## src/sv/pcps_pkg.sv

```systemverilog
`timescale 1ns / 1ps
// Shared types and constants for the chamber pressure step block.
// No dependencies; imported by pcps_valve_lane and the top level.
package pcps_pkg;

    // configuration register indexes
    localparam logic [2:0] CFG_CRITICAL_RATIO      = 3'd0;
    localparam logic [2:0] CFG_FLOW_COEFFICIENT    = 3'd1;
    localparam logic [2:0] CFG_CHAMBER_GAIN        = 3'd2;
    localparam logic [2:0] CFG_SUPPLY_PRESSURE     = 3'd3;
    localparam logic [2:0] CFG_ATMOSPHERE_PRESSURE = 3'd4;
    localparam logic [2:0] CFG_INITIAL_PRESSURE    = 3'd5;

    localparam int CFG_DATA_BITS = 20;
    localparam int TERM_BITS     = 48;

    // Q16 full-open value for valve openings
    localparam logic [16:0] Q16_ONE = 17'h10000;

    typedef struct packed {
        logic [16:0] inlet_opening;
        logic [16:0] outlet_opening;
    } t_in_beat;

    typedef struct packed {
        logic [19:0] chamber_pressure_out;
        logic        pressure_clipped;
    } t_out_beat;

    // lane status handed to the merge stage
    typedef struct packed {
        logic                 done;
        logic [TERM_BITS-1:0] term;
    } t_lane_res;

endpackage

```

## src/sv/pcps_valve_lane.sv

```systemverilog
`timescale 1ns / 1ps
// One valve lane: ratio divide, subsonic divide, integer square root and
// the flow and opening scaling, run on a small sequencer. Uses pcps_pkg.
module pcps_valve_lane #(
    parameter int UP_BITS = 20
) (
    input  logic                i_clk,
    input  logic                i_rst_n,
    input  logic                i_start,
    input  logic [UP_BITS-1:0]  i_up,
    input  logic [UP_BITS-1:0]  i_down,
    input  logic [16:0]         i_open,
    input  logic [15:0]         i_crit,
    input  logic [15:0]         i_coef,
    output pcps_pkg::t_lane_res o_res
);
    import pcps_pkg::*;

    localparam logic [3:0] S_IDLE = 4'd0;
    localparam logic [3:0] S_DIVR = 4'd1;
    localparam logic [3:0] S_CHK  = 4'd2;
    localparam logic [3:0] S_DIVX = 4'd3;
    localparam logic [3:0] S_SQR  = 4'd4;
    localparam logic [3:0] S_ROOT = 4'd5;
    localparam logic [3:0] S_MFS  = 4'd6;
    localparam logic [3:0] S_MUP  = 4'd7;
    localparam logic [3:0] S_MOP  = 4'd8;
    localparam logic [3:0] S_SUM  = 4'd9;

    logic [3:0]           r_state;
    logic [3:0]           r_cnt;
    logic                 r_done;
    logic [UP_BITS-1:0]   r_up;
    logic [UP_BITS-1:0]   r_den;
    logic [UP_BITS-1:0]   r_rem;
    logic [15:0]          r_q;
    logic [31:0]          r_sq;
    logic [31:0]          r_res;
    logic [31:0]          r_fs;
    logic [47:0]          r_f;
    logic [48:0]          r_p1;
    logic [32:0]          r_p0;
    logic [47:0]          r_t;
    logic [16:0]          r_open;

    logic [UP_BITS:0]     rem2;
    logic                 ge;
    logic [UP_BITS:0]     rem_diff;
    logic [31:0]          sq_bit;
    logic [31:0]          trial;
    logic [UP_BITS+31:0]  mup;
    logic [16:0]          open_sat;

    // restoring divide step and square root step
    always_comb begin
        rem2     = {r_rem, 1'b0};
        ge       = rem2 >= {1'b0, r_den};
        rem_diff = rem2 - {1'b0, r_den};
        sq_bit   = 32'd1 << (5'd30 - {r_cnt, 1'b0});
        trial    = r_res + sq_bit;
        mup      = r_up * r_fs;
        open_sat = (i_open > Q16_ONE) ? Q16_ONE : i_open;
    end

    // sequencer control
    always_ff @(posedge i_clk) begin
        if (!i_rst_n) begin
            r_state <= S_IDLE;
            r_cnt   <= '0;
            r_done  <= 1'b0;
        end else begin
            case (r_state)
                S_IDLE: begin
                    if (i_start) begin
                        r_done <= 1'b0;
                        r_cnt  <= '0;
                        if (i_up == '0 || i_down >= i_up) begin
                            r_state <= S_MUP;
                        end else begin
                            r_state <= S_DIVR;
                        end
                    end
                end
                S_DIVR: begin
                    r_cnt <= r_cnt + 4'd1;
                    if (r_cnt == 4'd15) begin
                        r_state <= S_CHK;
                    end
                end
                S_CHK: begin
                    r_cnt   <= '0;
                    r_state <= (r_q <= i_crit) ? S_MUP : S_DIVX;
                end
                S_DIVX: begin
                    r_cnt <= r_cnt + 4'd1;
                    if (r_cnt == 4'd15) begin
                        r_state <= S_SQR;
                    end
                end
                S_SQR: begin
                    r_cnt   <= '0;
                    r_state <= S_ROOT;
                end
                S_ROOT: begin
                    r_cnt <= r_cnt + 4'd1;
                    if (r_cnt == 4'd15) begin
                        r_state <= S_MFS;
                    end
                end
                S_MFS: r_state <= S_MUP;
                S_MUP: r_state <= S_MOP;
                S_MOP: r_state <= S_SUM;
                S_SUM: begin
                    r_done  <= 1'b1;
                    r_state <= S_IDLE;
                end
                default: r_state <= S_IDLE;
            endcase
        end
    end

    // datapath
    always_ff @(posedge i_clk) begin
        case (r_state)
            S_IDLE: begin
                if (i_start) begin
                    r_up   <= i_up;
                    r_den  <= i_up;
                    r_rem  <= i_down;
                    r_q    <= '0;
                    r_fs   <= '0;
                    r_open <= open_sat;
                end
            end
            S_DIVR, S_DIVX: begin
                r_rem <= ge ? rem_diff[UP_BITS-1:0] : rem2[UP_BITS-1:0];
                r_q   <= {r_q[14:0], ge};
            end
            S_CHK: begin
                r_fs  <= {i_coef, 16'h0000};
                r_rem <= UP_BITS'(17'({1'b0, r_q}) - 17'({1'b0, i_crit}));
                r_den <= UP_BITS'(Q16_ONE - 17'({1'b0, i_crit}));
                r_q   <= '0;
            end
            S_SQR: begin
                r_sq  <= 32'(33'h1_0000_0000 - 33'(r_q * r_q));
                r_res <= '0;
            end
            S_ROOT: begin
                if (r_sq >= trial) begin
                    r_sq  <= r_sq - trial;
                    r_res <= (r_res >> 1) + sq_bit;
                end else begin
                    r_res <= r_res >> 1;
                end
            end
            S_MFS: r_fs <= i_coef * r_res[15:0];
            S_MUP: r_f  <= 48'(mup >> 16);
            S_MOP: begin
                r_p1 <= r_f[47:16] * r_open;
                r_p0 <= r_f[15:0] * r_open;
            end
            S_SUM: r_t <= 48'(r_p1 + 49'(r_p0[32:16]));
            default: ;
        endcase
    end

    assign o_res.done = r_done;
    assign o_res.term = r_t;

endmodule

```

## config.mk

```make
export PLATFORM = sky130hd
export DESIGN_NAME = pcps_valve_lane
export DESIGN_NICKNAME = d
export VERILOG_FILES = /design/src/sv/pcps_pkg.sv /design/src/sv/pcps_valve_lane.sv
export SDC_FILE = /design/constraint.sdc
export NUM_CORES = 2
export LEC_CHECK = 0
export BUFFER_PORTS_ARGS = -buffer_cell sky130_fd_sc_hd__buf_2
export CORE_ASPECT_RATIO = 1.25
export CORE_MARGIN = 8
export CORE_UTILIZATION = 35
export DETAILED_ROUTE_END_ITERATION = 7
export PLACE_DENSITY = 0.59
export SKIP_CTS_REPAIR_TIMING = 1
export SYNTH_ARGS = -nofsm -noshare
export SYNTH_HDL_FRONTEND = slang
export SYNTH_SLANG_ARGS = --single-unit
```

## constraint.sdc

```tcl
create_clock -name i_clk -period 7.95 [get_ports i_clk]
set_input_delay 1.1925 -clock i_clk [delete_from_list [all_inputs] [get_ports i_clk]]
set_output_delay 1.1925 -clock i_clk [all_outputs]
set_load 0.02 [all_outputs]
```

# --- Word-level counts from Yosys, hierarchy flattened ---
# Index checks and enable logic that the tools add are counted.
# Widths: inputs -> output; s select.
totals:
  inputBits: 92
  reg_bits: 352
  elab_cells: 95
  out_inout_bits: 49
classes:
  n_eq_ne: 15
  order_cmp: 5
  addsub: 10
  muxes: 24
  shift: 1
  n_mul: 5
  reduce_logical: 20
ops:
  columns: ["operator", "n"]
  rows:
  - ["$pmux 32 s2", 2]
  - ["$mux 32", 3]
  - ["$pmux 32 s3", 1]
  - ["$mul 16x16->32", 2]
  - ["$mux 20", 3]
  - ["$pmux 20 s3", 1]
  - ["$mul 20x32->52", 1]
  - ["$pmux 16 s3", 1]
  - ["$pmux 20 s2", 1]
  - ["$add 37x17->38", 1]
  - ["$mul 20x17->37", 1]
  - ["$pmux 4 s9", 1]
  - ["$mul 16x17->33", 1]
  - ["$add 31x32->32", 1]
  - ["$add 32x32->32", 1]
  - ["$ge 32x32->1", 1]
  - ["$shl 1x5->32 const A", 1]
  - ["$sub 1x32->32 const A", 1]
  - ["$sub 32x32->32", 1]
  - ["$ge 21x20->1", 1]
  - ["$ge 20x20->1", 1]
  - ["$logic_not 20->1", 1]
  - ["$mux 4", 5]
  - ["$sub 20x20->20", 1]
  - ["24 further kinds", 46]

# --- Logic depth before layout (Yosys ltp) ---
depth:
  depth_word: 6
  depth_mapped: 27

# --- Worst setup path before layout ---
# Ideal clock, no wire load.
synth_timing:
  kind: "input-to-reg"
  start: "input i_coef[9]"
  end: "register r_fs[29], data pin"
  t_arrival_ns: 6.893
  t_required_ns: 7.689
  path_slack_ns: 0.796
  stages: 25
  setup_time_ns: 0.261
  path_cell_list: "clkbuf_1 -> clkbuf_1 -> nand2_1 -> fa_1 -> inv_1 -> fa_1 -> inv_1 -> fa_1 -> inv_1 -> fa_1 -> inv_1 -> fa_1 -> inv_1 -> fa_1 -> ha_1 -> a21o_1 -> a21o_1 -> a21o_1 -> a21oi_1 -> a31o_2 -> a21o_1 -> nand3_1 -> a41oi_1 -> mux2i_1 -> a311o_1"
synth_between:
  elab_chain_len: 2
synth_lines:
  columns: ["item", "line_no", "rtl"]
  rows:
  - ["start, declared", "pcps_valve_lane.sv:14", "input logic [15:0] i_coef,"]
  - ["$mul 16x16->32", "pcps_valve_lane.sv:157", "S_MFS: r_fs <= i_coef * r_res[15:0];"]
  - ["$pmux 32 s3", "pcps_valve_lane.sv:124", "case (r_state)"]
  - ["end signal, assigned", "pcps_valve_lane.sv:140", "r_fs <= {i_coef, 16'h0000};"]
  - ["end signal, assigned", "pcps_valve_lane.sv:157", null]
  - ["end, declared", "pcps_valve_lane.sv:39", "logic [31:0] r_fs;"]
# Every way passes these cells.
# A chain may end at the register's enable or synchronous reset.

# --- Worst setup path after layout ---
layout_timing:
  start: "register r_fs[8]"
  end: "register r_f[32], data pin"
layout_between:
  elab_chain_len: 1
layout_lines:
  columns: ["item", "line_no", "rtl"]
  rows:
  - ["$mul 20x32->52", "pcps_valve_lane.sv:61", "mup = r_up * r_fs;"]
  - ["net mup[48]", "pcps_valve_lane.sv:51", "logic [UP_BITS+31:0] mup;"]
  - ["end signal, assigned", "pcps_valve_lane.sv:158", "S_MUP: r_f <= 48'(mup >> 16);"]
  - ["end, declared", "pcps_valve_lane.sv:40", "logic [47:0] r_f;"]
# The timed path passes the listed nets, and every way through them passes these cells.

==> summary.md <==
| Metric | Value |
|---|---|
| H-tree level count | `2` |
| CTS tree | `yes` |
| Critical Path Source Type | `flip-flop` |
| First-pass GRT wire length | `320 mm` |
| Crit path depth | `22` |
| Number of global-route vias before repair | `59473` |
| Initial antenna violation count | `13` |
| Util after Layout | `37.7%` |
| Buffers & Inverters on Critical Path | `3` |
| Reg2reg end | `r_f[32]` |
| Area of the core | `211000 sq um` |
| CP Class | `reg2reg` |
| Antenna Nets Post-Route | `0` |
| Critical Path Max Stage Delay | `790 ps` |
| CP Cell Sequence | `nand2_1 -> fa_1 -> inv_1 -> fa_1 -> fa_1 -> fa_1 -> fa_1 -> fa_1 -> inv_1 -> fa_1 -> inv_1 -> ha_1 -> a21oi_1 -> o21ai_1 -> or3_1 -> o211ai_2 -> a211oi_2 -> o31a_2 -> o41ai_4 -> o21bai_2 -> a21oi_2 -> xnor2_1` |
| Post-synthesis cell count | `8088` |
| Clock sink count | `326` |
| Shortest period the worst path allows | `7600 ps` |
| Net count reported at finish | `10295` |
| PortBufs | `130` |
| Hold path start | `r_p1[0]` |
| Final WL | `around 200 mm` |
| Fin cells | `10891` |
| Fmax | `132 MHz` |
| Worst-path fanout max | `16` |
| Die Y | `about 530 microns` |
| Worst-Margin Slew | `1200 ps` |
| Clock Latency Late Sink | `between 600 and 700 ps` |
| Worst slew margin | `19.8%` |
| Worst Clk Skew | `25.2 ps` |
| Endpoint type of the worst setup path | `flip-flop` |
| Register area share after synthesis | `13.1%` |
| Ys flop type | `edfxtp_1` |
| CP required | `between 8000 and 9000 ps` |
| CTS Buf Count | `43` |
| FF-to-FF Start | `r_fs[8]` |
| Place WS | `311 ps` |
| Number of synthesized flops with an enable pin | `317` |
| Die area | `227000 sq um` |
| CTS Root Buffer Type | `clkbuf_16` |
| Endpoints failing setup | `0` |
| Largest net degree at the start of global routing | `56` |
| RSZ-0062 raised after global routing | `no` |
| Area grow syn2layout | `7.44%` |
| Hold Vio Cnt, Final | `0` |
| CP delay by family, top | `adder cells` |
| Placed cells | `10804` |
| DP HPWL | `165 mm` |
| YS warnings | `0` |
| Hold-critical path endpoint | `r_t[0]` |
| Drc violations | `0` |
| Slew Viols, Final | `0` |
| Cell mode on critical path | `fa_1` |
| Critical Path AT | `about 8000 ps` |
| Initial Utilization | `about a third` |
| Maxcap violations | `0` |
| CP max stage cell | `edfxtp_1` |
| Synth Register Bits | `326` |
| Worst-path clk slew | `60 ps` |
| Asr flop ratio synth | `0%` |
| Detailed Routing Iterations Pass 1 | `6` |
| Placer congestion estimate | `0.883` |
| Worst hold path class | `reg2reg` |
| Fin crit share | `95.6%` |
| Post-Syn Area per Cell | `between 9 and 10 sq um` |
| Largest area contributor in the netlist | `fa_1` |
| Congestion Overflow GR | `0` |
| DIE WIDTH | `428 microns` |
| Hold Path Depth | `1` |
| Clk buf depth | `3` |
| R2R Setup Slk | `350 ps` |
| Commonest non-fill, non-tap cells in the layout | `inv_1, fa_1, nand2_1` |
| Yosys cell types | `86` |
| Final worst setup slack | `348 ps` |
| Vias/cell | `a little under 5` |
| Main area contributors after synthesis | `fa_1, edfxtp_1, ha_1, inv_1, nand2_1` |
| Status | `complete, no violations` |
| Worst r2r path cells | `22` |
| Yosys top cell area share | `37.5%` |
| Layout cells sized above 1 | `5.30%` |
| I/O pin cnt | `141` |
| Vias | `54157` |
| Cell area after synthesis | `approximately 74000 sq um` |
| GRT Total Usage | `around 18%` |
| Num rows | `about 190` |
| DR iter-0 viols | `2805` |
| Most common cell after layout, fill and taps aside | `inv_1` |
| DR WL/cell | `18.3 microns` |
| TNS Setup | `0 ps` |
synthesized netlist by cell type (33+ instances only):
| cell type | instances |
|---|---|
| a211oi_1 | 43 |
| a21o_1 | 111 |
| a21oi_1 | 234 |
| and2_1 | 653 |
| and3_1 | 44 |
| clkbuf_1 | 337 |
| edfxtp_1 | 317 |
| fa_1 | 1388 |
| ha_1 | 733 |
| inv_1 | 1736 |
| nand2_1 | 1189 |
| nand2b_1 | 33 |
| nand3_1 | 61 |
| nand4_1 | 35 |
| nor2_1 | 226 |
| nor2b_1 | 72 |
| nor3_1 | 42 |
| o21ai_0 | 149 |
| xnor2_1 | 175 |
| xor2_1 | 120 |
how the worst max path moves through the flow:
| stage | startpoint | end | slack, ps |
|---|---|---|---|
| floorplan | i_coef[9] | r_fs[29] | 800 |
| global placement | r_fs[8] | r_f[32] | 350 |
| detailed placement | r_fs[8] | r_f[32] | 310 |
| CTS | r_fs[8] | r_f[32] | 320 |
| global route | r_up[6] | r_f[32] | 30 |
| finish | r_fs[8] | r_f[32] | 350 |
stage by stage:
stage / instance area, sq um / hold WS [ps]
finish: 79700 / 568
global placement: 78200 / 552
CTS: 79600 / 567
floorplan: 74200 / 480
detailed placement: 78200 / 539
global route: 79700 / 573
area by class of cell:
type	instances	area [sq um]
flip-flops and latches	326	9700
well taps	2769	3460
clock buffers	47	1110
fillers	21319	132000
diodes	7	17.5
inverters	1736	6520
clock inverters	31	299
repair buffers	300	1940
multi-input cells	5675	56600
worst register-to-register path, delay by kind of cell, from the launching register on:
| family | cells | cell delay [ps] |
|---|---|---|
| adders and majority gates | 8 | 3890 |
| and+or+nand+nor | 2 | 600 |
| AOI/OAI and AO/OA | 8 | 1840 |
| buffers and inverters | 3 | 180 |
| xor gates and xnor gates | 1 | 70 |
| DFF | 1 | 790 |
cell families after synthesis:
logic type	share of synthesized area, %
simple gates	15.5
fa+ha+maj	49.8
buf+inv	10.7
compound gates	7.06
flops	13.1
xor+xnor	3.48
mux	0.314
other cells	0.00506
routing by layer:
metal / wire length, microns / part of all wire [%] / vias to the layer above / track usage (%)
met3: 8810 / 4.4 / 399 / 2.00
met2: 100000 / 50 / 1351 / 31.8
met1: 81600 / 41 / 27651 / 21.7
li1: - / - / 24752 / -
met5: 24 / 0.012 / - / 0
met4: 8030 / 4.0 / 4 / 6.30
sequential cells by signal, summed over array words and instances, names as in the netlist, 20 cells and up:
name / cells
r_den: 20
r_sq: 32
r_rem: 20
r_up: 20
r_p1: 37
r_f: 36
r_fs: 32
r_res: 32
r_t: 38
Power is not shown: default switching activity piles up to over one toggle a cycle in this logic, so the estimate is an artifact.
